--- src/rtl/tjp_pkg.sv ---
// tjp_pkg: types, constants and the arctangent table for target_to_joint_pulses_core.
// Shared by every module in rtl/. No dependencies.
`timescale 1ns / 1ps

package tjp_pkg;

    localparam int MAX_STAGES    = 24;
    localparam int CORDIC_STAGES = 16;
    localparam int NSTG          = (CORDIC_STAGES < MAX_STAGES) ? CORDIC_STAGES : MAX_STAGES;
    localparam int SW            = $clog2(MAX_STAGES);

    // CORDIC datapath: inputs scaled by 2^20, plus growth
    localparam int CW    = 40;
    localparam int XY_SH = 20;
    // angle accumulator, signed Q.16 degrees
    localparam int AW    = 27;
    localparam int RMW   = AW - 1;
    localparam int LDW   = 34;
    localparam int LMW   = 32;
    localparam int RPW   = RMW + 32;
    localparam int LPW   = LMW + 32;
    localparam int QW    = LPW - 16 + 1;

    typedef logic signed [CW-1:0] cw_t;
    typedef logic signed [AW-1:0] ang_t;
    typedef logic [SW-1:0]        stg_t;

    localparam ang_t DEG180 = ang_t'(11796480);
    localparam ang_t DEG90  = ang_t'(5898240);

    localparam ang_t               ROTARY_ZERO = ang_t'(0);
    localparam logic signed [31:0] LINEAR_ZERO = 32'sd0;

    typedef enum logic [2:0] {
        REG_X_MIN       = 3'd0,
        REG_X_MAX       = 3'd1,
        REG_Y_MIN       = 3'd2,
        REG_Y_MAX       = 3'd3,
        REG_Z_MIN       = 3'd4,
        REG_Z_MAX       = 3'd5,
        REG_ANGLE_SCALE = 3'd6,
        REG_DEPTH_SCALE = 3'd7
    } cfg_reg_e;

    typedef struct packed {
        logic signed [15:0] target_x;
        logic signed [15:0] target_y;
        logic signed [15:0] target_z;
    } target_t;

    typedef struct packed {
        logic               status;
        logic signed [31:0] rotary_pulses;
        logic signed [31:0] linear_pulses;
    } pulses_t;

    typedef struct packed {
        cw_t                x;
        cw_t                y;
        ang_t               z;
        logic signed [15:0] depth;
        logic               origin;
        logic               outside;
    } cordic_t;

    // atan(2^-i) in Q.16 degrees, rounded to nearest
    function automatic ang_t atan_q16(input stg_t idx);
        case (idx)
            5'd0:    atan_q16 = ang_t'(2949120);
            5'd1:    atan_q16 = ang_t'(1740967);
            5'd2:    atan_q16 = ang_t'(919879);
            5'd3:    atan_q16 = ang_t'(466945);
            5'd4:    atan_q16 = ang_t'(234379);
            5'd5:    atan_q16 = ang_t'(117304);
            5'd6:    atan_q16 = ang_t'(58666);
            5'd7:    atan_q16 = ang_t'(29335);
            5'd8:    atan_q16 = ang_t'(14668);
            5'd9:    atan_q16 = ang_t'(7334);
            5'd10:   atan_q16 = ang_t'(3667);
            5'd11:   atan_q16 = ang_t'(1833);
            5'd12:   atan_q16 = ang_t'(917);
            5'd13:   atan_q16 = ang_t'(458);
            5'd14:   atan_q16 = ang_t'(229);
            5'd15:   atan_q16 = ang_t'(115);
            5'd16:   atan_q16 = ang_t'(57);
            5'd17:   atan_q16 = ang_t'(29);
            5'd18:   atan_q16 = ang_t'(14);
            5'd19:   atan_q16 = ang_t'(7);
            5'd20:   atan_q16 = ang_t'(4);
            5'd21:   atan_q16 = ang_t'(2);
            5'd22:   atan_q16 = ang_t'(1);
            default: atan_q16 = '0;
        endcase
    endfunction

endpackage

--- src/rtl/tjp_cell.sv ---
// tjp_cell: one CORDIC vectoring iteration with its pipeline register.
// Depends on tjp_pkg; shift and arctangent step are tied off by the parent.
`timescale 1ns / 1ps

module tjp_cell (
    input  logic             clk,
    input  logic             rst_n,
    input  tjp_pkg::stg_t    shift,
    input  tjp_pkg::ang_t    atan_step,
    input  logic             in_valid,
    input  tjp_pkg::cordic_t in_data,
    output logic             adv,
    input  logic             adv_out,
    output logic             out_valid,
    output tjp_pkg::cordic_t out_data
);
    import tjp_pkg::*;

    logic    valid_reg;
    cordic_t data_reg;
    cordic_t data_next;
    cw_t     xs;
    cw_t     ys;

    assign adv = !valid_reg || adv_out;

    always_comb
    begin
        xs        = in_data.x >>> shift;
        ys        = in_data.y >>> shift;
        data_next = in_data;
        if (!in_data.y[CW-1])
        begin
            data_next.x = in_data.x + ys;
            data_next.y = in_data.y - xs;
            data_next.z = in_data.z + atan_step;
        end
        else
        begin
            data_next.x = in_data.x - ys;
            data_next.y = in_data.y + xs;
            data_next.z = in_data.z - atan_step;
        end
    end

    always_ff @(posedge clk or negedge rst_n)
    begin
        if (!rst_n)
            valid_reg <= 1'b0;
        else if (adv)
            valid_reg <= in_valid;
    end

    always_ff @(posedge clk)
    begin
        if (adv && in_valid)
            data_reg <= data_next;
    end

    assign out_valid = valid_reg;
    assign out_data  = data_reg;

endmodule

--- config.mk ---
export PLATFORM = sky130hd
export DESIGN_NAME = tjp_cell
export DESIGN_NICKNAME = d
export VERILOG_FILES = /design/src/rtl/tjp_pkg.sv /design/src/rtl/tjp_cell.sv
export SDC_FILE = /design/constraint.sdc
export NUM_CORES = 1
export LEC_CHECK = 0
export BUFFER_PORTS_ARGS = -buffer_cell sky130_fd_sc_hd__buf_2
export CORE_MARGIN = 2
export CORE_UTILIZATION = 32
export CTS_BUF_LIST = sky130_fd_sc_hd__clkbuf_16
export DETAILED_ROUTE_END_ITERATION = 16
export SETUP_SLACK_MARGIN = 0.05
export SYNTH_ARGS = -nofsm -noshare
export SYNTH_HDL_FRONTEND = slang
export SYNTH_SLANG_ARGS = --single-unit
--- constraint.sdc ---
create_clock -name clk -period 5.1 [get_ports clk]
set_input_delay 0.255 -clock clk [delete_from_list [all_inputs] [get_ports clk]]
set_output_delay 0.255 -clock clk [all_outputs]
set_load 0.02 [all_outputs]
# Word level (Yosys, flattened, before mapping)
# Index checks and enable logic that the tools add are counted.
[totals] ff_bits=126 in_bits=161 out_inout_bits=127 elab_cells=19
[op_classes] add_sub_neg=6 n_shift=2 mux=1 n_reduce_logical=3
[op_table] operator="$mux W107" count=1
[op_table] operator="$add A40 B40 Y40" count=2
[op_table] operator="$sshr A40 B5 Y40" count=2
[op_table] operator="$sub A40 B40 Y40" count=2
[op_table] operator="$add A27 B27 Y27" count=1
[op_table] operator="$sub A27 B27 Y27" count=1
[op_table] operator="$logic_and A1 B1 Y1" count=1
[op_table] operator="$logic_not A1 Y1" count=1
[op_table] operator="$logic_or A1 B1 Y1" count=1

# Depth between registers and ports, before layout
[logic_depth] depth_word=3 ltp_mapped=27 ltp_nobuf=22

# Least setup slack after synthesis
# OpenSTA, ideal clock, no wires.
[synth_path] path_kind="input-to-reg" from="in shift[0]" to="reg data_reg, in the netlist out_data[118], data pin" setup_ns=0.259 arrival_ns=5.039 t_required_ns=4.841 setup_slack_ns=-0.198 path_stages=24 n_path_buf=3 cell_sequence="buf_6 > buf_4 > buf_4 > mux4_2 > nand3_1 > o21ai_0 > a221oi_2 > ha_1 > and3_1 > nand3_2 > nor3_2 > a21oi_1 > a311o_1 > o21ai_0 > ha_1 > a21o_1 > a21o_1 > a21o_1 > a21o_1 > a21oi_1 > a21boi_0 > nor2_1 > a311o_1 > xor2_1"
[synth_lines] element="start, declared" line="tjp_cell.sv:8" rtl="input tjp_pkg::stg_t shift,"
[synth_lines] element="end signal, assigned" line="tjp_cell.sv:57" rtl="data_reg <= data_next;"
[synth_lines] element="end, declared" line="tjp_cell.sv:20" rtl="cordic_t data_reg;"

==> results.py <==
metrics = {
    "routing": {
        "routed_wl_um": 80670,
        "remaining_drc_errors": 0,
        "antenna_left": 0,
        "vias": 20530,
        "first_pass_iters": 6,
        "detail_route.wl_per_cell_um": 21.91,
        "dr.first_iter.drc_count": 1656,
        "viasPerCell": 5.577,
    },
    "hold_path": {
        "hold_path.class": "input pin to asynchronous set/reset pin",
    },
    "global_route": {
        "grt_use_total_pct": 27.21,
        "grt_util_met2_pct": 45.12,
        "grt_overflow": 0,
        "grt_pass1_wl_um": 118600,
        "grt_start_max_net_pins": 126,
        "grt_use_met1_pct": 35.80,
        "antenna_found_initial": 3,
        "met3_usage_pct": 4.305,
        "busiest_layer": "met2",
        "grt_pass1_vias": 20050,
    },
    "synthesis": {
        "ys_seq_elements": 126,
        "netlist_instances": 1955,
        "ys.flop_type": "edfxtp_1",
        "yosysSeqAreaShare_pct": 21.17,
        "synth-edff-count": 125,
        "synth_nets": 2229,
        "syn_area_per_cell_um2": 9.130,
        "synth_cell_types": 98,
        "yosys_warnings": 0,
        "syn_area_um2": 17850,
        "async_flop_share_pct": 0.7937,
    },
    "finish": {
        "drive_gt1_share_pct": 44.29,
        "stdcell_count": 3682,
        "fillers": 5307,
        "area_delta_synth_final_pct": 49.79,
        "nets": 3194,
        "multi_input_area_um2": 13660,
        "final_cell_mix": "720 x buf_4, 282 x buf_2, 179 x nand2_1",
        "seq_area_um2": 3779,
        "final_common_cell": "buf_4",
    },
    "timing": {
        "setup_viol_count_final": 0,
        "drv_slew": 0,
        "worst_pin_slew_ns": 0.9502,
        "skew_ns": 0.01559,
        "min_period_ns": 4.911,
        "fmax_mhz": 203.6,
        "hold_violations": 0,
        "maxSlewHeadroom_pct": 36.65,
        "worst_slack_ns": 0.1893,
        "timing.final.crit_share_pct": 96.29,
    },
    "floorplanning": {
        "core_um2": 55090,
        "num_io_pins": 288,
        "die_w_um": 240.2,
        "die_area_um2": 57680,
        "start_util_pct": 32.40,
        "die_y_um": 240.2,
        "num_rows": 86,
    },
    "place": {
        "dp.cells": 3587,
        "pre_cts_ws_ns": -0.5953,
        "hpwl_um": 65450,
        "place_congestion": 0.9827,
        "port-buffer-count": 287,
    },
    "power_and_ir_drop": {
        "finalPower_mw": 6.768,
        "power.density_nw_per_um2": 253.1,
        "ir_worst_vdd_uv": 273.0,
        "p_leak_nw": 12.01,
    },
    "outcome": {
        "status": "finished clean",
    },
    "setup_path": {
        "critical_path.endpoint_type": "flip-flop",
        "required_ns": 5.33,
        "worst-setup-path-type": "input pin to flip-flop",
        "r2r_cells": 3,
        "cp_max_fo": 10,
        "cp.arrival_ns": 5.14,
        "r2r_start": "out_valid",
        "cp-start-kind": "input pin",
        "rrSetupSlack_ns": 3.38,
        "rr_endpoint": "out_data[71]",
    },
    "clocking": {
        "clockBufferDepth": 2,
        "numCtsBuffers": 17,
        "clock_sink_count": 126,
        "clock_latency_ns": 0.49,
        "path_clk_slew_ns": 0.06,
        "cts_tree": "done",
        "cts_root_buf": "clkbuf_16",
        "htree_num_levels": 4,
    },
    "flow_run": {
        "drv_cap": 0,
    },
}
[worst max-delay path, cell delays in order]
cell	delay (ns)
buf_16	0.15
buf_12	0.15
buf_4	0.12
mux4_2	0.53
mux2i_2	0.34
o22ai_1	0.16
a211oi_1	0.34
nand4_1	0.21
nor2_2	0.18
and3_4	0.24
and2_1	0.15
a31oi_1	0.14
xnor2_2	0.27
ha_1	0.29
nand3_1	0.11
nor2_1	0.08
nor3_2	0.23
nand4b_1	0.14
a21boi_0	0.10
a311oi_2	0.29
a21oi_2	0.13
a211o_1	0.27
a21oi_1	0.17
xnor2_1	0.08
[cell usage after synthesis, types with 23 or more instances]
| master | instances | area [µm²] |
|---|---|---|
| xnor2_1 | 113 | 989.7 |
| a21oi_1 | 161 | 805.8 |
| o22ai_1 | 24 | 150.1 |
| mux4_2 | 103 | 2320 |
| inv_1 | 44 | 165.2 |
| nor3_1 | 37 | 185.2 |
| and2_1 | 27 | 168.9 |
| a31oi_1 | 41 | 256.5 |
| clkbuf_1 | 37 | 138.9 |
| mux2i_1 | 92 | 920.9 |
| o21a_1 | 25 | 187.7 |
| and3_1 | 26 | 162.7 |
| nand3_1 | 38 | 190.2 |
| nand2_1 | 180 | 675.7 |
| ha_1 | 110 | 1376 |
| nand2b_1 | 23 | 143.9 |
| buf_2 | 24 | 120.1 |
| edfxtp_1 | 125 | 3754 |
| a211oi_1 | 28 | 210.2 |
| mux2_2 | 28 | 315.3 |
| xor2_1 | 64 | 560.5 |
| o21ai_0 | 79 | 395.4 |
| a21o_1 | 46 | 345.3 |
| nor2_1 | 162 | 608.1 |
[cell type report]
cell class,count,share of cell area [%]
tap,748,3.501
inverter,47,0.6599
multi-input combinational,1674,51.09
sequential,126,14.13
timing repair buffer,1054,28.43
clock buffer,17,1.591
clock inverter,15,0.5897
antenna,1,0.009360
[timing repair]
item | CTS | global route
gates cloned | 0 | 3
pin swaps | 1 | 46
endpoints found under the setup margin | 10 | 27
endpoints found under the hold margin | 20 | 0
setup buffers | 0 | 39
hold buffers | 20 | 0
resized for setup | 7 | 103
[where the power goes]
group | switching, mW | leakage (nW) | internal (mW)
Sequential | 0.0396 | 1.20 | 1.42
Clock | 0.507 | 0.284 | 0.754
Combinational | 2.11 | 10.5 | 1.94
[per-layer routing]
layer	share of wire [%]	vias up
met5	0	-
met4	3.2	0
met3	7.5	158
met2	47	926
met1	42	9974
li1	-	9475
[cells by family after synthesis]
kind of cell / Yosys count / synth area share (%)
DFF: 126 / 21.17
muxes: 225 / 20.22
AOI/OAI and AO/OA: 556 / 20.60
and+or+nand+nor: 602 / 16.64
buffers and inverters: 155 / 4.501
adders and majority gates: 113 / 8.048
xor gates and xnor gates: 178 / 8.819
[how the worst max path moves through the flow]
stage,from,endpoint,slack [ns],depth (start not counted)
6_report,shift[1],out_data[81],0.19,24
5_1_grt,shift[0],out_data[117],-0.02,26
4_1_cts,shift[1],out_data[81],-0.0009,24
3_5_place_dp,shift[1],out_data[81],-0.60,24
3_3_place_gp,shift[3],out_data[81],-0.49,22
2_1_floorplan,shift[1],out_data[81],0.03,22
[through the flow]
step	util (%)	area, µm²	hold slack [ns]	TNS, ns
6_report	48.53	26740	0.09640	0
5_1_grt	48.52	26730	0.08257	-0.01718
4_1_cts	47.05	25920	0.03259	-0.0009157
3_5_place_dp	45.57	25110	0.03432	-10.69
3_3_place_gp	45.57	25110	0.03071	-7.913
2_1_floorplan	-	17920	-0.04059	0
[state kept, by name (all words and copies together), names as in the netlist]
register   count
out_valid      1
out_data     125
Note: power is estimated with default switching activity, not from simulation.
