$ cat config.mk
export PLATFORM = sky130hd
export DESIGN_NAME = tjp_scale
export DESIGN_NICKNAME = d
export VERILOG_FILES = /design/src/rtl/tjp_pkg.sv /design/src/rtl/tjp_scale.sv
export SDC_FILE = /design/constraint.sdc
export NUM_CORES = 2
export LEC_CHECK = 0
export ABC_AREA = 1
export BUFFER_PORTS_ARGS = -buffer_cell sky130_fd_sc_hd__buf_2
export CAP_MARGIN = 0
export CORE_MARGIN = 3
export CORE_UTILIZATION = 29
export DETAILED_ROUTE_END_ITERATION = 6
export PLACE_DENSITY = 0.48
export SLEW_MARGIN = 5
export SYNTH_ARGS = -nofsm -noshare
export SYNTH_HDL_FRONTEND = slang
export SYNTH_SLANG_ARGS = --single-unit
$ cat constraint.sdc
create_clock -name clk -period 12.8 [get_ports clk]
set_clock_uncertainty 0.05 [all_clocks]
set_input_delay 1.92 -clock clk [delete_from_list [all_inputs] [get_ports clk]]
set_output_delay 1.92 -clock clk [all_outputs]
set_load 0.03 [all_outputs]
$ cat src/rtl/tjp_pkg.sv
// tjp_pkg: types, constants and the arctangent table for target_to_joint_pulses_core.
// Shared by every module in rtl/. No dependencies.
`timescale 1ns / 1ps

package tjp_pkg;

    localparam int MAX_STAGES    = 24;
    localparam int CORDIC_STAGES = 16;
    localparam int NSTG          = (CORDIC_STAGES < MAX_STAGES) ? CORDIC_STAGES : MAX_STAGES;
    localparam int SW            = $clog2(MAX_STAGES);

    // CORDIC datapath: inputs scaled by 2^20, plus growth
    localparam int CW    = 40;
    localparam int XY_SH = 20;
    // angle accumulator, signed Q.16 degrees
    localparam int AW    = 27;
    localparam int RMW   = AW - 1;
    localparam int LDW   = 34;
    localparam int LMW   = 32;
    localparam int RPW   = RMW + 32;
    localparam int LPW   = LMW + 32;
    localparam int QW    = LPW - 16 + 1;

    typedef logic signed [CW-1:0] cw_t;
    typedef logic signed [AW-1:0] ang_t;
    typedef logic [SW-1:0]        stg_t;

    localparam ang_t DEG180 = ang_t'(11796480);
    localparam ang_t DEG90  = ang_t'(5898240);

    localparam ang_t               ROTARY_ZERO = ang_t'(0);
    localparam logic signed [31:0] LINEAR_ZERO = 32'sd0;

    typedef enum logic [2:0] {
        REG_X_MIN       = 3'd0,
        REG_X_MAX       = 3'd1,
        REG_Y_MIN       = 3'd2,
        REG_Y_MAX       = 3'd3,
        REG_Z_MIN       = 3'd4,
        REG_Z_MAX       = 3'd5,
        REG_ANGLE_SCALE = 3'd6,
        REG_DEPTH_SCALE = 3'd7
    } cfg_reg_e;

    typedef struct packed {
        logic signed [15:0] target_x;
        logic signed [15:0] target_y;
        logic signed [15:0] target_z;
    } target_t;

    typedef struct packed {
        logic               status;
        logic signed [31:0] rotary_pulses;
        logic signed [31:0] linear_pulses;
    } pulses_t;

    typedef struct packed {
        cw_t                x;
        cw_t                y;
        ang_t               z;
        logic signed [15:0] depth;
        logic               origin;
        logic               outside;
    } cordic_t;

    // atan(2^-i) in Q.16 degrees, rounded to nearest
    function automatic ang_t atan_q16(input stg_t idx);
        case (idx)
            5'd0:    atan_q16 = ang_t'(2949120);
            5'd1:    atan_q16 = ang_t'(1740967);
            5'd2:    atan_q16 = ang_t'(919879);
            5'd3:    atan_q16 = ang_t'(466945);
            5'd4:    atan_q16 = ang_t'(234379);
            5'd5:    atan_q16 = ang_t'(117304);
            5'd6:    atan_q16 = ang_t'(58666);
            5'd7:    atan_q16 = ang_t'(29335);
            5'd8:    atan_q16 = ang_t'(14668);
            5'd9:    atan_q16 = ang_t'(7334);
            5'd10:   atan_q16 = ang_t'(3667);
            5'd11:   atan_q16 = ang_t'(1833);
            5'd12:   atan_q16 = ang_t'(917);
            5'd13:   atan_q16 = ang_t'(458);
            5'd14:   atan_q16 = ang_t'(229);
            5'd15:   atan_q16 = ang_t'(115);
            5'd16:   atan_q16 = ang_t'(57);
            5'd17:   atan_q16 = ang_t'(29);
            5'd18:   atan_q16 = ang_t'(14);
            5'd19:   atan_q16 = ang_t'(7);
            5'd20:   atan_q16 = ang_t'(4);
            5'd21:   atan_q16 = ang_t'(2);
            5'd22:   atan_q16 = ang_t'(1);
            default: atan_q16 = '0;
        endcase
    endfunction

endpackage

$ cat src/rtl/tjp_scale.sv
// tjp_scale: angle clamp, zero offsets, pulse scaling, rounding, saturation, output register.
// Depends on tjp_pkg. Three stages: magnitude, multiply, round/saturate.
`timescale 1ns / 1ps

module tjp_scale (
    input  logic             clk,
    input  logic             rst_n,
    input  logic             in_valid,
    input  tjp_pkg::cordic_t in_data,
    output logic             adv,
    input  logic [31:0]      angle_scale,
    input  logic [31:0]      depth_scale,
    output logic             out_valid,
    output tjp_pkg::pulses_t out_data,
    input  logic             out_stall
);
    import tjp_pkg::*;

    logic en1;
    logic en2;
    logic en3;

    // stage 1
    logic                  v1_reg;
    logic                  out1_reg;
    logic                  rneg1_reg;
    logic [RMW-1:0]        rmag1_reg;
    logic                  lneg1_reg;
    logic [LMW-1:0]        lmag1_reg;
    ang_t                  ang;
    ang_t                  rdiff;
    logic signed [LDW-1:0] ldiff;
    ang_t                  rabs;
    logic signed [LDW-1:0] labs;

    // stage 2
    logic                  v2_reg;
    logic                  out2_reg;
    logic                  rneg2_reg;
    logic                  lneg2_reg;
    logic [RPW-1:0]        rprod_reg;
    logic [LPW-1:0]        lprod_reg;
    logic [RPW-1:0]        rprod_next;
    logic [LPW-1:0]        lprod_next;

    // stage 3
    logic                  v3_reg;
    pulses_t               res_reg;
    pulses_t               res_next;
    logic [RPW-1:0]        rsum;
    logic [LPW:0]          lsum;
    logic [QW-1:0]         rq;
    logic [QW-1:0]         lq;

    function automatic logic signed [31:0] sat32(input logic neg, input logic [QW-1:0] q);
        if (neg)
            sat32 = (q >= QW'(64'h8000_0000)) ? 32'sh8000_0000 : -$signed(q[31:0]);
        else
            sat32 = (q >= QW'(64'h7FFF_FFFF)) ? 32'sh7FFF_FFFF : $signed(q[31:0]);
    endfunction

    assign en3 = !v3_reg || !out_stall;
    assign en2 = !v2_reg || en3;
    assign en1 = !v1_reg || en2;
    assign adv = en1;

    always_comb
    begin
        if (in_data.origin)
            ang = '0;
        else if (in_data.z > DEG180)
            ang = DEG180;
        else if (in_data.z < -DEG180)
            ang = -DEG180;
        else
            ang = in_data.z;
        rdiff = ang - ROTARY_ZERO;
        ldiff = LDW'(in_data.depth) - LDW'(LINEAR_ZERO);
        rabs  = rdiff[AW-1] ? -rdiff : rdiff;
        labs  = ldiff[LDW-1] ? -ldiff : ldiff;
    end

    always_comb
    begin
        rprod_next = RPW'(rmag1_reg) * RPW'(angle_scale);
        lprod_next = LPW'(lmag1_reg) * LPW'(depth_scale);
    end

    always_comb
    begin
        rsum = rprod_reg + RPW'(64'h8000_0000);
        lsum = {1'b0, lprod_reg} + (LPW + 1)'(17'h8000);
        rq   = QW'(rsum[RPW-1:32]);
        lq   = lsum[LPW:16];
        res_next = '0;
        if (out2_reg)
            res_next.status = 1'b1;
        else
        begin
            res_next.rotary_pulses = sat32(rneg2_reg, rq);
            res_next.linear_pulses = sat32(lneg2_reg, lq);
        end
    end

    always_ff @(posedge clk or negedge rst_n)
    begin
        if (!rst_n)
        begin
            v1_reg <= 1'b0;
            v2_reg <= 1'b0;
            v3_reg <= 1'b0;
        end
        else
        begin
            if (en1)
                v1_reg <= in_valid;
            if (en2)
                v2_reg <= v1_reg;
            if (en3)
                v3_reg <= v2_reg;
        end
    end

    always_ff @(posedge clk)
    begin
        if (en1 && in_valid)
        begin
            out1_reg  <= in_data.outside;
            rneg1_reg <= rdiff[AW-1];
            rmag1_reg <= rabs[RMW-1:0];
            lneg1_reg <= ldiff[LDW-1];
            lmag1_reg <= labs[LMW-1:0];
        end
        if (en2 && v1_reg)
        begin
            out2_reg  <= out1_reg;
            rneg2_reg <= rneg1_reg;
            lneg2_reg <= lneg1_reg;
            rprod_reg <= rprod_next;
            lprod_reg <= lprod_next;
        end
        if (en3 && v2_reg)
            res_reg <= res_next;
    end

    assign out_valid = v3_reg;
    assign out_data  = res_reg;

endmodule

== After elaboration in Yosys (flattened, before gate mapping) ==
Cells that the tools add are included.
Word-level totals
  flip-flop bits (word level): 254
  bits of input ports: 193
  output and inout port bits: 67
Cells by class
  add/sub/neg operators: 6
  $mul: 2
  order comparisons: 4
  mux-type cells: 10
  bitwise gates (word level): 1
  reduce and logical (&&, ||, !) cells: 11
Operators with widths (number)
  $mux W32: 3
  $mux W27: 3
  $add A64 B16 Y65 const B: 1
  $mul A32 B32 Y64: 1
  $add A58 B32 Y58 const B: 1
  $mul A26 B32 Y58: 1
  $mux W26: 2
  $ge A49 B31 Y1 const B: 1
  $ge A49 B32 Y1 const B: 1
  $neg A16 Y32: 1
  $neg A26 Y32: 1
  $neg A32 Y32: 1
  $gt A27 B25 Y1 const B: 1
  $lt A27 B25 Y1 const B: 1
  $neg A26 Y26: 1
  $mux W15: 1
  $logic_not A1 Y1: 4
  $logic_and A1 B1 Y1: 3
  $logic_or A1 B1 Y1: 3
  $reduce_or A2 Y1: 1
  $mux W1: 1
  $not A1 Y1: 1

== Longest topological paths before layout ==
  depth after elaboration: 6
  gate-level depth with buffers: 31
  depth with buffers taken out: 30

== Worst setup path after synthesis ==
OpenSTA, ideal clock, no wires.
  path type: input-to-reg
  start point: input depth_scale[9]
  end point: register lprod_reg[42] (data pin)
  arrival time: 7841 ps
  required time: 12491 ps
  setup slack: 4650 ps
  stages: 26
  path through: clkbuf_1 nand2_1 inv_1 fa_1 fa_1 inv_1 fa_1 fa_1 inv_1 fa_1 fa_1 fa_1 inv_1 fa_1 inv_1 ha_1 a21o_1 a21oi_1 o21ai_0 inv_1 o21ai_0 a21oi_1 o21ai_0 nand2_1 nand2_1 xor2_1
On the way
  cells in the longest elaborated chain, start to end: 1
Ends and longest elaborated chain
  from (decl): line tjp_scale.sv:12  | input logic [31:0] depth_scale,
  $mul A32 B32 Y64: line tjp_scale.sv:86  | lprod_next = LPW'(lmag1_reg) * LPW'(depth_scale);
  via lprod_next[42]: line tjp_scale.sv:44  | logic [LPW-1:0] lprod_next;
  to (signal assigned): line tjp_scale.sv:140  | lprod_reg <= lprod_next;
  to (decl): line tjp_scale.sv:42  | logic [LPW-1:0] lprod_reg;
The timed path passes the listed nets, and every way through them passes these cells.
A chain may end at the register's enable or synchronous reset.

== Worst setup path after layout ==
  start point: input depth_scale[8]
  end point: register lprod_reg[48] (data pin)
Same word-level chain as after synthesis.

==> reports/results.ini <==
[run_status]
status = finished clean

[yosys]
ys.flop_type = edfxtp_1
synthesis.area_sq_mm = 0.0745
synthTopCellsByCount = 2,937 x inv_1, 2,556 x nand2_1, 1,612 x fa_1, 462 x ha_1, 453 x nor2_1
synthCells = 9630
ys_seq_elements = 208
yosysWarnings = 0
synth_edf_count = 205
synthArstFlopShare_pct = 1.44
synth.avg_cell_area_sq_um = 7.73
yosysMostFrequentCell = inv_1
synth.area.top_cells = fa_1 43%, inv_1 15%, nand2_1 13%, edfxtp_1 8.3%, ha_1 7.8%
yosysTopAreaCell = fa_1
synth-seq-area-share_pct = 8.37
synth_cell_types = 58
synth_top_cell_area_share_pct = 43.3

[critical_path]
critPathKind = input port to register
crit_path_end_kind = register
crit_slowest_cell = buf_2
crit_fanout = 32
critPathMaxStageDelay_ns = 0.69
cp.buffers_inverters = 7
worstPathRequired_ns = 13.20
crit_arrival_ns = 9.44
cp-start-kind = input port
worst_path_dominant_cell_family = adder cells
crit_top_cell = fa_1

[drt]
vias_per_cell = 4.55
via_count = 58888
drc = 0
post_drt_wl_per_cell_um = 18.5
drt_iter0_drc = 3790
wl_um = 240000
drt_first_pass_iters = 5
detail-route-antenna-nets = 0

[global_route]
antenna_found_initial = 11
globalRouteOverflowTotal = 0
grt_max_degree = 80
globalRouteMet1Util_pct = 24.9
grt_pass1_wl_um = 380000
grt-busiest-layer = met2
grt_usage_pct = 18.5
use_met2_pct = 31.6
grtUsageMet3_pct = 2.36
grt_pass1_vias = 64598

[timing]
hold_ws_ns = 0.369
post-route-min-period_ns = 9.05
finalHoldViolCount = 0
min_period_over_period_pct = 70.7
setup_viol = 0
tightest_slew_ns = 1.19
rsz0062_at_grt = false
fmax_mhz = 111
relSlewSlack_pct = 20.7
report.final.slew_viol_count = 0
tns_ns = 0

[placed_design]
dp_hpwl_um = 185000
dp_cells = 12871
routabilityCongestion = 0.900
io_buffers = 179

[clock_network]
cts-resized-gates = 0
cts_buffer_depth = 3
cts_num_sinks = 208
holdBufCountCts = 0
postCtsSetupBuffers = 0
clock-root-buffer = clkbuf_16
insertion_delay_ns = 0.66
h-tree-depth = 1
cts_tree = built
clk_pin_slew_ns = 0.06
cts-buffers-inserted = 29

[final_layout]
drive_above_1_share_pct = 4.13
seqCellArea_sq_mm = 0.00623
largest_reg_flops = 65
multiInputGateArea_sq_mm = 0.0557
layout.cells.non_filler = 12931
nets = 11803
fillerInstances = 27409
fin_util_pct = 31.3
syn_to_final_growth_pct = 7.01

[die]
die_w_um = 513
dieArea_sq_mm = 0.263
rows = 185
ios = 260
die_height_um = 513
coreArea_sq_mm = 0.255
start_util_pct = 29.2

[flow_run]
cap_viol_max_count = 0

[min_path]
hp-class = register to register

[placed cells by master, fill, tap and decap left out, types with 11 or more instances in the layout]
cell | synthesis | final
buf_2 | 3 | 179
nor4_1 | 14 | 14
xor2_1 | 97 | 97
nand3_2 | 22 | 22
ha_1 | 462 | 462
nand2_1 | 2556 | 2556
fa_1 | 1612 | 1612
buf_4 | 2 | 78
nor3_1 | 50 | 50
a21oi_1 | 218 | 217
xnor2_1 | 52 | 52
nand3_1 | 157 | 157
conb_1 | 1 | 15
clkbuf_16 | 0 | 29
nor2_2 | 12 | 12
a31oi_1 | 42 | 42
edfxtp_1 | 205 | 205
nand4_1 | 53 | 53
inv_1 | 2937 | 2936
o21ai_0 | 132 | 132
o21a_1 | 23 | 23
a21oi_2 | 20 | 20
nand3b_1 | 13 | 13
nor2_1 | 453 | 452
o211ai_1 | 11 | 11
[area by class of cell]
class	count	area share [%]
Sequential cell	208	7.82
Clock buffer	31	0.920
Timing Repair Buffer	257	1.86
Tap cell	3366	5.29
Inverter	2944	13.9
Antenna cell	6	0.0188
Multi-Input combinational cell	6096	69.9
Clock inverter	23	0.312
[per-stage QoR]
stage	setup slack [ns]	cell area (sq um)
2_1_floorplan	4.65	74500
3_3_place_gp	3.13	78700
3_5_place_dp	3.04	78700
4_1_cts	3.73	79700
5_1_grt	3.36	79700
6_report	3.75	79700
[path summary, 6_finish.rpt]
path                       cells after the start                   startpoint  slack [ns]                      end
min in group asynchronous                      1                        rst_n        0.99    out_valid$_DFFE_PN0P_
max reg2reg                                   25  lmag1_reg[18]$_SDFFCE_PN0P_        4.67  lprod_reg[49]$_DFFE_PP_
max                                           25               depth_scale[8]        3.75  lprod_reg[48]$_DFFE_PP_
max in group asynchronous                      1                        rst_n       11.60       v2_reg$_DFFE_PN0P_
min reg2reg                                    0           out1_reg$_DFFE_PP_        0.37       out2_reg$_DFFE_PP_
min                                            0           out1_reg$_DFFE_PP_        0.37       out2_reg$_DFFE_PP_
[logic make-up after synthesis]
kind of cell,count (synthesis),synth area share (%)
simple gates,3363,18.0
flops,208,8.37
buf+inv,3340,16.9
compound gates,493,3.78
other cells,1,0.00504
fa+ha+maj,2074,51.1
xor+xnor,151,1.80
[worst register-to-register path, stage by stage, from the launching register on]
cell and delay [ns]:
edfxtp_1 0.75, buf_4 0.55, nand2_1 0.13, inv_1 0.13, fa_1 0.45, fa_1 0.59
inv_1 0.08, fa_1 0.45, fa_1 0.54, inv_1 0.05, fa_1 0.57, fa_1 0.44
fa_1 0.50, inv_1 0.07, fa_1 0.50, inv_1 0.05, ha_1 0.33, a21oi_1 0.24
inv_1 0.09, a21oi_1 0.16, nor2_1 0.06, nor2_1 0.24, o21ai_0 0.13, a21oi_1 0.36
o21ai_0 0.17, xor2_1 0.17
[routing by layer]
metal	up-vias	wire (um)
li1	27109	-
met1	29875	107000
met5	-	52
met4	6	6370
met2	1559	114000
met3	339	12300
Power is left out: the tool's default activity adds up to more than one toggle a clock period on the data nets, which glitch-free logic cannot reach.
