==> config.mk <==
export PLATFORM = sky130hd
export DESIGN_NAME = tjp_front
export DESIGN_NICKNAME = d
export VERILOG_FILES = /design/src/rtl/tjp_pkg.sv /design/src/rtl/tjp_front.sv
export SDC_FILE = /design/constraint.sdc
export NUM_CORES = 1
export LEC_CHECK = 0
export ABC_AREA = 0
export ABC_CLOCK_PERIOD_IN_PS = 6800
export BUFFER_PORTS_ARGS = -buffer_cell sky130_fd_sc_hd__buf_2
export CAP_MARGIN = 20
export CORE_ASPECT_RATIO = 1.75
export CORE_UTILIZATION = 30
export DETAILED_ROUTE_END_ITERATION = 6
export SYNTH_ARGS = -nofsm -noshare
export SYNTH_HDL_FRONTEND = slang
export SYNTH_SLANG_ARGS = --single-unit
==> constraint.sdc <==
create_clock -name clk -period 6.8 [get_ports clk]
set_input_delay 0 -clock clk [delete_from_list [all_inputs] [get_ports clk]]
set_output_delay 0 -clock clk [all_outputs]
set_load 0.02 [all_outputs]
==> src/rtl/tjp_pkg.sv <==
// tjp_pkg: types, constants and the arctangent table for target_to_joint_pulses_core.
// Shared by every module in rtl/. No dependencies.
`timescale 1ns / 1ps

package tjp_pkg;

    localparam int MAX_STAGES    = 24;
    localparam int CORDIC_STAGES = 16;
    localparam int NSTG          = (CORDIC_STAGES < MAX_STAGES) ? CORDIC_STAGES : MAX_STAGES;
    localparam int SW            = $clog2(MAX_STAGES);

    // CORDIC datapath: inputs scaled by 2^20, plus growth
    localparam int CW    = 40;
    localparam int XY_SH = 20;
    // angle accumulator, signed Q.16 degrees
    localparam int AW    = 27;
    localparam int RMW   = AW - 1;
    localparam int LDW   = 34;
    localparam int LMW   = 32;
    localparam int RPW   = RMW + 32;
    localparam int LPW   = LMW + 32;
    localparam int QW    = LPW - 16 + 1;

    typedef logic signed [CW-1:0] cw_t;
    typedef logic signed [AW-1:0] ang_t;
    typedef logic [SW-1:0]        stg_t;

    localparam ang_t DEG180 = ang_t'(11796480);
    localparam ang_t DEG90  = ang_t'(5898240);

    localparam ang_t               ROTARY_ZERO = ang_t'(0);
    localparam logic signed [31:0] LINEAR_ZERO = 32'sd0;

    typedef enum logic [2:0] {
        REG_X_MIN       = 3'd0,
        REG_X_MAX       = 3'd1,
        REG_Y_MIN       = 3'd2,
        REG_Y_MAX       = 3'd3,
        REG_Z_MIN       = 3'd4,
        REG_Z_MAX       = 3'd5,
        REG_ANGLE_SCALE = 3'd6,
        REG_DEPTH_SCALE = 3'd7
    } cfg_reg_e;

    typedef struct packed {
        logic signed [15:0] target_x;
        logic signed [15:0] target_y;
        logic signed [15:0] target_z;
    } target_t;

    typedef struct packed {
        logic               status;
        logic signed [31:0] rotary_pulses;
        logic signed [31:0] linear_pulses;
    } pulses_t;

    typedef struct packed {
        cw_t                x;
        cw_t                y;
        ang_t               z;
        logic signed [15:0] depth;
        logic               origin;
        logic               outside;
    } cordic_t;

    // atan(2^-i) in Q.16 degrees, rounded to nearest
    function automatic ang_t atan_q16(input stg_t idx);
        case (idx)
            5'd0:    atan_q16 = ang_t'(2949120);
            5'd1:    atan_q16 = ang_t'(1740967);
            5'd2:    atan_q16 = ang_t'(919879);
            5'd3:    atan_q16 = ang_t'(466945);
            5'd4:    atan_q16 = ang_t'(234379);
            5'd5:    atan_q16 = ang_t'(117304);
            5'd6:    atan_q16 = ang_t'(58666);
            5'd7:    atan_q16 = ang_t'(29335);
            5'd8:    atan_q16 = ang_t'(14668);
            5'd9:    atan_q16 = ang_t'(7334);
            5'd10:   atan_q16 = ang_t'(3667);
            5'd11:   atan_q16 = ang_t'(1833);
            5'd12:   atan_q16 = ang_t'(917);
            5'd13:   atan_q16 = ang_t'(458);
            5'd14:   atan_q16 = ang_t'(229);
            5'd15:   atan_q16 = ang_t'(115);
            5'd16:   atan_q16 = ang_t'(57);
            5'd17:   atan_q16 = ang_t'(29);
            5'd18:   atan_q16 = ang_t'(14);
            5'd19:   atan_q16 = ang_t'(7);
            5'd20:   atan_q16 = ang_t'(4);
            5'd21:   atan_q16 = ang_t'(2);
            5'd22:   atan_q16 = ang_t'(1);
            default: atan_q16 = '0;
        endcase
    endfunction

endpackage

==> src/rtl/tjp_front.sv <==
// tjp_front: workspace limit check and quadrant pre-rotation, first pipeline stage.
// Depends on tjp_pkg.
`timescale 1ns / 1ps

module tjp_front (
    input  logic               clk,
    input  logic               rst_n,
    input  logic               in_valid,
    input  tjp_pkg::target_t   in_data,
    output logic               adv,
    input  logic signed [15:0] x_min,
    input  logic signed [15:0] x_max,
    input  logic signed [15:0] y_min,
    input  logic signed [15:0] y_max,
    input  logic signed [15:0] z_min,
    input  logic signed [15:0] z_max,
    input  logic               adv_out,
    output logic               out_valid,
    output tjp_pkg::cordic_t   out_data
);
    import tjp_pkg::*;

    logic               valid_reg;
    cordic_t            data_reg;
    cordic_t            data_next;
    logic signed [16:0] x17;
    logic signed [16:0] y17;
    logic signed [16:0] rx;
    logic signed [16:0] ry;

    assign adv = !valid_reg || adv_out;

    always_comb
    begin
        x17 = 17'(in_data.target_x);
        y17 = 17'(in_data.target_y);
        data_next         = '0;
        data_next.depth   = in_data.target_z;
        data_next.origin  = (in_data.target_x == '0) && (in_data.target_y == '0);
        data_next.outside = (in_data.target_x < x_min) || (in_data.target_x > x_max)
                         || (in_data.target_y < y_min) || (in_data.target_y > y_max)
                         || (in_data.target_z < z_min) || (in_data.target_z > z_max);
        if (x17[16])
        begin
            if (!y17[16])
            begin
                rx          = y17;
                ry          = -x17;
                data_next.z = DEG90;
            end
            else
            begin
                rx          = -y17;
                ry          = x17;
                data_next.z = -DEG90;
            end
        end
        else
        begin
            rx = x17;
            ry = y17;
        end
        data_next.x = {{(CW - 17 - XY_SH){rx[16]}}, rx, {XY_SH{1'b0}}};
        data_next.y = {{(CW - 17 - XY_SH){ry[16]}}, ry, {XY_SH{1'b0}}};
    end

    always_ff @(posedge clk or negedge rst_n)
    begin
        if (!rst_n)
            valid_reg <= 1'b0;
        else if (adv)
            valid_reg <= in_valid;
    end

    always_ff @(posedge clk)
    begin
        if (adv && in_valid)
            data_reg <= data_next;
    end

    assign out_valid = valid_reg;
    assign out_data  = data_reg;

endmodule

-- After elaboration in Yosys (flattened, before gate mapping)
Cells that the tools add are included.
- register bits after elaboration: 80
- bits of input ports: 148
- word-level logic and storage cells: 33
- add/subtract/negate cells: 2
- $lt $le $gt $ge: 6
- muxes and demuxes: 5
- reduce and logical (&&, ||, !) cells: 12
- operators by type and width (cell ; number):
    $mux W17 ; 4
    $gt A16 B16 Y1 ; 3
    $lt A16 B16 Y1 ; 3
    $neg A16 Y17 ; 2
    $logic_not A16 Y1 ; 2
    $mux W27 ; 1
    $logic_or A1 B1 Y1 ; 6
    $logic_and A1 B1 Y1 ; 2
    $reduce_and A2 Y1 ; 1
    $logic_not A1 Y1 ; 1

-- Longest topological paths before layout
Gate-level depths: netlist (run 1).
- depth after elaboration: 6
- mapped depth: 8

-- Worst setup path before layout (run 1)
No wires, ideal clock.
- path kind: reg2reg
- from: register valid_reg, in the netlist out_valid
- to: register data_reg (netlist bit out_data[0]), enable pin
- setup time: 0.418 ns
- arrival time: 2.049 ns
- required time: 6.382 ns
- setup slack: 4.332 ns
- stages on the path, launching flop included: 3
- path buffers: 0
- path through: dfrtp_1 nand2b_1 and2_1
- cells in the longest elaborated chain, start to end: 3
- RTL lines (element ; line ; RTL):
    from (decl) ; tjp_front.sv:23 ; logic valid_reg;
    from (signal assigned) ; tjp_front.sv:72 ; valid_reg <= in_valid;
    $logic_not A1 Y1 ; tjp_front.sv:31 ; assign adv = !valid_reg || adv_out;
    $logic_or A1 B1 Y1 ; tjp_front.sv:31 ;
    via adv ; tjp_front.sv:10 ; output logic adv,
    $logic_and A1 B1 Y1 ; tjp_front.sv:77 ; if (adv && in_valid)
    to (signal assigned) ; tjp_front.sv:78 ; data_reg <= data_next;
    to (decl) ; tjp_front.sv:24 ; cordic_t data_reg;
The timed path passes the listed nets, and every way through them passes these cells.
A chain may end at the register's enable or synchronous reset.

==> flow_summary_export.csv, run 1 <==
group,metric,value,unit
power,sw_frac_of_total,34.4,%
logic_synthesis,ys_seq_area_share,30.2,%
timing,whs,0.0677,ns
grt,grt_util_all_layers,17.6,%
power,comb_power_share,34.1,%
worst_setup_path,cpMaxStageDelayCell,"dlygate4sd3_1",
status,outcome,"complete, no violations",
logic_synthesis,synth.avg_cell_area,8.83,µm²
power,clockPowerShare,26.3,%
timing,period_minus_slack,2.25,ns
worst_setup_path,arrival,2.30,ns
clock_tree,cts_buffer_depth,2,
clock_tree,cts.sinks,56,
final_layout,stdcell_count,1087,
worst_setup_path,cp-end-kind,"register",
grt,antenna_found_initial,0,
timing,slew_violations,0,
grt,grt_max_degree,63,
worst_setup_path,path_cells,"dlygate4sd3_1 -> buf_2 -> ha_1 -> a21oi_1 -> o21ai_0 -> a211oi_1 -> o32ai_1 -> nor4bb_1 -> nand4_1",
clock_tree,htreeDepth,2,
clock_tree,clk_latency,0.30,ns
final_layout,layout_common_cells,"buf_2 (217), inv_1 (108), ha_1 (95), a21oi_1 (62), conb_1 (58)",
timing,hold_violations,0,
timing,slew_headroom,32.8,%
worst_setup_path,max_stage_delay,0.53,ns
drt,wl_per_cell,15.5,µm
drt,drt.antenna.violating_nets,0,
logic_synthesis,ys.flop_type,"edfxtp_1",
floorplan,start_util,30.8,%
placement,dp_cells,1059,
worst_setup_path,critPathLaunchType,"input pin",
logic_synthesis,synth_edf_count,55,
grt,grt.overflow.total,0,
power,power_density,150,nW/µm²
timing,fin_crit_sh,33.0,%
timing,worst_pin_slew,0.982,ns
logic_synthesis,netlist_area,5560,µm²
placement,dp_hpwl,14300,µm
logic_synthesis,ys_async_sr_fraction,1.79,%
logic_synthesis,synthDistinctLibCells,53,
logic_synthesis,ys_ff_latch,56,
grt,grt_pass1_wl,25000,µm
grt,grt_pass1_vias,4788,
floorplan,io_pins,275,
final_layout,area.growth.synth_to_final,25.1,%
clock_tree,cts_tree,"built",
placement,place_area,6600,µm²
floorplan,die_y,182,µm
power,peakVddDrop,107,µV
worst_hold_path,hold_class,"input pin to register",
placement,io_buffers,217,
flow_run,maxCapViolCount,0,
timing,finalSetupTns,0,ns
final_layout,diodes,0,
clock_tree,clkTransAtPathRegs,0.08,ns
clock_tree,cts_buffers,5,
power,p_int,682,µW
worst_setup_path,crit_type,"input pin to register",
drt,drc,0,
drt,vias,4930,
drt,first_iter_violations,134,
clock_tree,cts_resized,0,
final_layout,utilization,38.5,%
worst_setup_path,cp_data_required_time,6.85,ns
logic_synthesis,ys_warn_count,0,
final_layout,nNetsFinal,1095,
clock_tree,root_buffer,"clkbuf_16",
final_layout,final_common_cell,"buf_2",
timing,skew,0.00853,ns
floorplan,die_w,105,µm
drt,viasPerCell,4.54,
power,p_sw,358,µW
drt,drt_wl_total,16800,µm
worst_setup_path,crit_path_max_fanout,3,
final_layout,fin_area,6950,µm²
timing,setup_viol,0,
power,leakagePower,0.00363,µW
drt,drt-pass1-iter-count,5,
logic_synthesis,syn-instance-count,629,
floorplan,coreArea,18100,µm²
floorplan,core.rowCount,65,
power,p_seq_share,39.7,%
floorplan,die_area,19100,µm²
final_layout,drive_gt1_share,28.0,%
timing,rsz0062_at_grt,"false",
placement,routabilityCongestion,0.838,
timing,max_clock_freq,445,MHz
==> cells by family (layout without fill, tap and decap cells) <==
group                      count (synthesis)  after routing  share of synthesized area [%]
AOI/OAI and AO/OA                        128            128                           14.0
xor gates and xnor gates                  26             26                           4.10
adders and majority gates                 95             95                           21.4
buffers and inverters                    188            355                           17.4
DFF                                       56             56                           30.2
muxes                                      7              7                           1.44
other                                      1             58                         0.0675
and+or+nand+nor                          128            128                           11.4
==> through the flow <==
step	power (µW)	setup slack, ns
after detailed placement	769	4.34
final	1040	4.55
after global routing	1110	4.44
after floorplan	661	4.33
after global placement	764	4.41
after CTS	1060	4.58
==> repair_timing <==
action                                  in CTS  in global routing
hold endpoints to repair                    18                  0
hold buffers                                20                  0
endpoints found under the setup margin       0                  0
setup buffers                                0                  0
==> Yosys cell counts, types with 2 or more instances <==
cell type	count	share of area, %
a2111o_1	2	0.41
nor2_1	40	2.7
a211oi_1	4	0.54
and2_1	2	0.23
buf_1	2	0.14
nor4_1	5	0.56
nor2b_1	5	0.56
o221ai_1	2	0.32
nand3_1	2	0.18
and3_1	2	0.23
nand4_1	14	1.6
nand2b_1	8	0.90
nand2_1	26	1.8
mux2i_1	2	0.36
nor3_1	15	1.4
a21oi_1	62	5.6
a21o_1	7	0.95
o21ai_0	24	2.2
o32ai_1	2	0.32
xor2_1	13	2.0
inv_1	108	7.3
o21a_1	3	0.41
a2111oi_0	3	0.47
clkbuf_1	8	0.54
xnor2_1	13	2.0
mux2_2	4	0.81
ha_1	95	21
o31ai_1	4	0.54
edfxtp_1	55	30
buf_4	70	9.5
a31oi_1	4	0.45
o21bai_1	2	0.27
==> layout make-up <==
type | count | area (µm²)
tap | 234 | 293
inverter | 108 | 405
sequential | 56 | 1680
timing repair buffer | 239 | 1300
clock buffer | 5 | 125
multi-input combinational | 442 | 3130
clock inverter | 3 | 25.0
fill | 1914 | 11100
==> worst paths after layout <==
path | start | end | slack, ns | cells past startpoint
min in group asynchronous | rst_n | out_valid | 0.52 | 3
max in group asynchronous | rst_n | out_valid | 6.18 | 3
max reg2reg | out_valid | out_data[119] | 5.19 | 3
max | in_data[5] | out_data[0] | 4.55 | 9
min reg2reg | out_valid | out_valid | 1.08 | 3
min | in_data[32] | out_data[65] | 0.07 | 3
==> flip-flops by register name, indices dropped and copies added, names as in the netlist <==
register,count
out_valid,1
out_data,55
==> power groups by stage <==
| stage | clock (µW) | sequential [µW] | combinational [µW] |
|---|---|---|---|
| finish | 273 | 412 | 354 |
| global route | 296 | 415 | 396 |
| CTS | 286 | 413 | 359 |
| detailed placement | 0 | 421 | 348 |
| global placement | 0 | 420 | 344 |
| floorplan | 0 | 448 | 213 |
==> per-layer routing <==
layer	vias up	global-route usage (%)	part of all wire [%]
li1	2495	-	-
met1	2222	15.6	34
met2	196	37.9	59
met3	17	2.51	4.8
met4	0	6.93	2.5
met5	-	0	0
==> critical path: cells and delay by family <==
family	cells	cell delay (ns)
AOI/OAI and AO/OA	4	0.93
buffers and inverters	2	0.67
and+or+nand+nor	2	0.40
adders and majority gates	1	0.31
(Power assumes the default switching activity.)
==> run 2, diff against run 1 <==
--- a/config.mk
+++ b/config.mk
@@ -6,7 +6,7 @@
 export NUM_CORES = 1
 export LEC_CHECK = 0
 export ABC_AREA = 0
-export ABC_CLOCK_PERIOD_IN_PS = 6800
+export ABC_CLOCK_PERIOD_IN_PS = 2200
 export BUFFER_PORTS_ARGS = -buffer_cell sky130_fd_sc_hd__buf_2
 export CAP_MARGIN = 20
 export CORE_ASPECT_RATIO = 1.75
==> constraint.sdc (replaced) <==
create_clock -name clk -period 2.2 [get_ports clk]
set_input_delay 0 -clock clk [delete_from_list [all_inputs] [get_ports clk]]
set_output_delay 0 -clock clk [all_outputs]
set_load 0.02 [all_outputs]
==> run 2 against run 1 <==
Sequential cell count stayed put; cell area increased by 1.7%; via count is 3.3% higher; first-iteration DRC count rose by 5.2%; combinational power grew to 3.2 times the previous value; setup slack worse by 4.4 ns; clock power grew to 3.1 times the previous value; register-to-register slack worse by 4.3 ns; clock skew grew 0.0015 ns; global-route usage increased by 0.90 points.
==> flow_summary_export.csv, run 2 (same netlist as run 1, synthesis figures left out) <==
group,metric,value,unit
status,outcome,"complete, no violations",
grt,grt_pass1_vias,5039,
clock_tree,clkTransAtPathRegs,0.08,ns
final_layout,final_common_cell,"buf_2",
worst_setup_path,crit_path_max_fanout,3,
worst_setup_path,cp-end-kind,"register",
worst_setup_path,max_stage_delay,0.53,ns
final_layout,utilization,39.2,%
power,power_density,460,nW/µm²
worst_setup_path,crit_type,"input pin to register",
clock_tree,root_buffer,"clkbuf_16",
worst_setup_path,arrival,2.09,ns
timing,hold_violations,0,
power,peakVddDrop,263,µV
drt,drt_wl_total,17400,µm
floorplan,coreArea,18100,µm²
worst_setup_path,cp_data_required_time,2.24,ns
placement,io_buffers,217,
final_layout,fillers,1898,
worst_setup_path,critPathLaunchType,"input pin",
flow_run,maxCapViolCount,0,
final_layout,drive_gt1_share,29.3,%
timing,slew_violations,0,
clock_tree,clk_latency,0.31,ns
power,leakagePower,0.00369,µW
timing,period_minus_slack,2.04,ns
clock_tree,cts_tree,"built",
worst_setup_path,cpLargestDelayFamily,"compound AO/OA/AOI/OAI gates",
final_layout,nNetsFinal,1106,
power,p_int,2130,µW
grt,grt_util_all_layers,18.5,%
floorplan,die_w,105,µm
floorplan,core.rowCount,65,
worst_setup_path,worst-path-buf-inv,2,
timing,slew_headroom,26.4,%
timing,whs,0.0602,ns
timing,worst_pin_slew,1.08,ns
drt,drt-pass1-iter-count,4,
timing,rsz0062_at_grt,"false",
power,p_sw,1130,µW
placement,routabilityCongestion,0.854,
floorplan,die_area,19100,µm²
clock_tree,postCtsSetupBuffers,0,
final_layout,area.growth.synth_to_final,27.3,%
placement,dp_cells,1070,
power,comb_power_share,34.7,%
timing,max_clock_freq,489,MHz
power,p_seq_share,39.1,%
worst_setup_path,path_cells,"dlygate4sd3_1 -> buf_2 -> ha_1 -> a21oi_1 -> o21ai_0 -> a211oi_2 -> o32ai_1 -> nor4bb_1 -> nand4_1",
final_layout,layout_common_cells,"buf_2 (217), inv_1 (108), ha_1 (95), a21oi_1 (62), conb_1 (58)",
worst_setup_path,r2r_slack,0.90,ns
timing,fin_crit_sh,92.9,%
drt,vias,5091,
timing,setup_viol,0,
drt,viasPerCell,4.63,
final_layout,stdcell_count,1099,
worst_hold_path,hold_class,"input pin to register",
drt,drc,0,
floorplan,start_util,30.8,%
grt,grt_max_degree,62,
grt,antenna_found_initial,1,
timing,fin_ws,0.155,ns
placement,dp_slack,0.0951,ns
clock_tree,cts_buffer_depth,2,
final_layout,largest_register_ffs,55,
grt,grt_pass1_wl,26300,µm
floorplan,die_y,182,µm
power,clockPowerShare,26.2,%
drt,first_iter_violations,141,
timing,skew,0.0101,ns
drt,drt.antenna.violating_nets,0,
placement,dp_hpwl,14800,µm
power,sw_frac_of_total,34.7,%
clock_tree,cts.sinks,56,
grt,grt.overflow.total,0,
worst_setup_path,cpMaxStageDelayCell,"dlygate4sd3_1",
floorplan,io_pins,275,
drt,wl_per_cell,15.8,µm
clock_tree,htreeDepth,2,
timing,finalSetupTns,0,ns
clock_tree,cts_buffers,5,
-- run 2: per-layer routing --
layer / share of wire [%] / global-route usage [%]
met1: 32 / 16.3
met2: 56 / 37.3
met3: 5.6 / 3.02
met4: 6.0 / 12.1
met5: 0 / 0
-- run 2: layout make-up --
type,instances,area (µm²),area share [%]
clock buffer,5,125,1.77
sequential,56,1680,23.7
multi-input combinational,442,3150,44.5
timing repair buffer,250,1400,19.7
antenna,1,2.50,0.0354
inverter,108,405,5.73
clock inverter,3,25.0,0.354
tap,234,293,4.14
-- run 2: worst paths after layout --
check / from / to / cells past startpoint
min in group asynchronous: rst_n / out_valid / 3
min reg2reg: out_valid / out_data[69] / 3
max reg2reg: out_valid / out_data[16] / 3
max: in_data[5] / out_data[0] / 9
max in group asynchronous: rst_n / out_valid / 3
min: in_data[32] / out_data[65] / 3
-- run 2: through the flow --
step | total power (µW) | instance area, µm²
final | 3260 | 7070
after global routing | 3460 | 7070
after floorplan | 2040 | 5770
after global placement | 2390 | 6700
after CTS | 3300 | 7050
after detailed placement | 2400 | 6700
-- run 2: worst reg2reg max path, stage by stage, from the launching register on --
cell and delay, ns:
dfrtp_1 0.38, nand2b_1 0.10, and2_2 0.17, buf_12 0.28
-- run 2: power by group through the flow --
stage	clock [µW]	combinational [µW]	sequential (µW)
after global routing	912	1270	1280
after CTS	892	1140	1270
after global placement	0	1090	1300
after floorplan	0	659	1380
after detailed placement	0	1100	1300
final	852	1130	1270
-- run 2: repair_timing --
action	CTS	global route
endpoints found under the setup margin	0	1
gates resized for setup	0	5
hold buffers	20	0
hold endpoints to repair	18	0
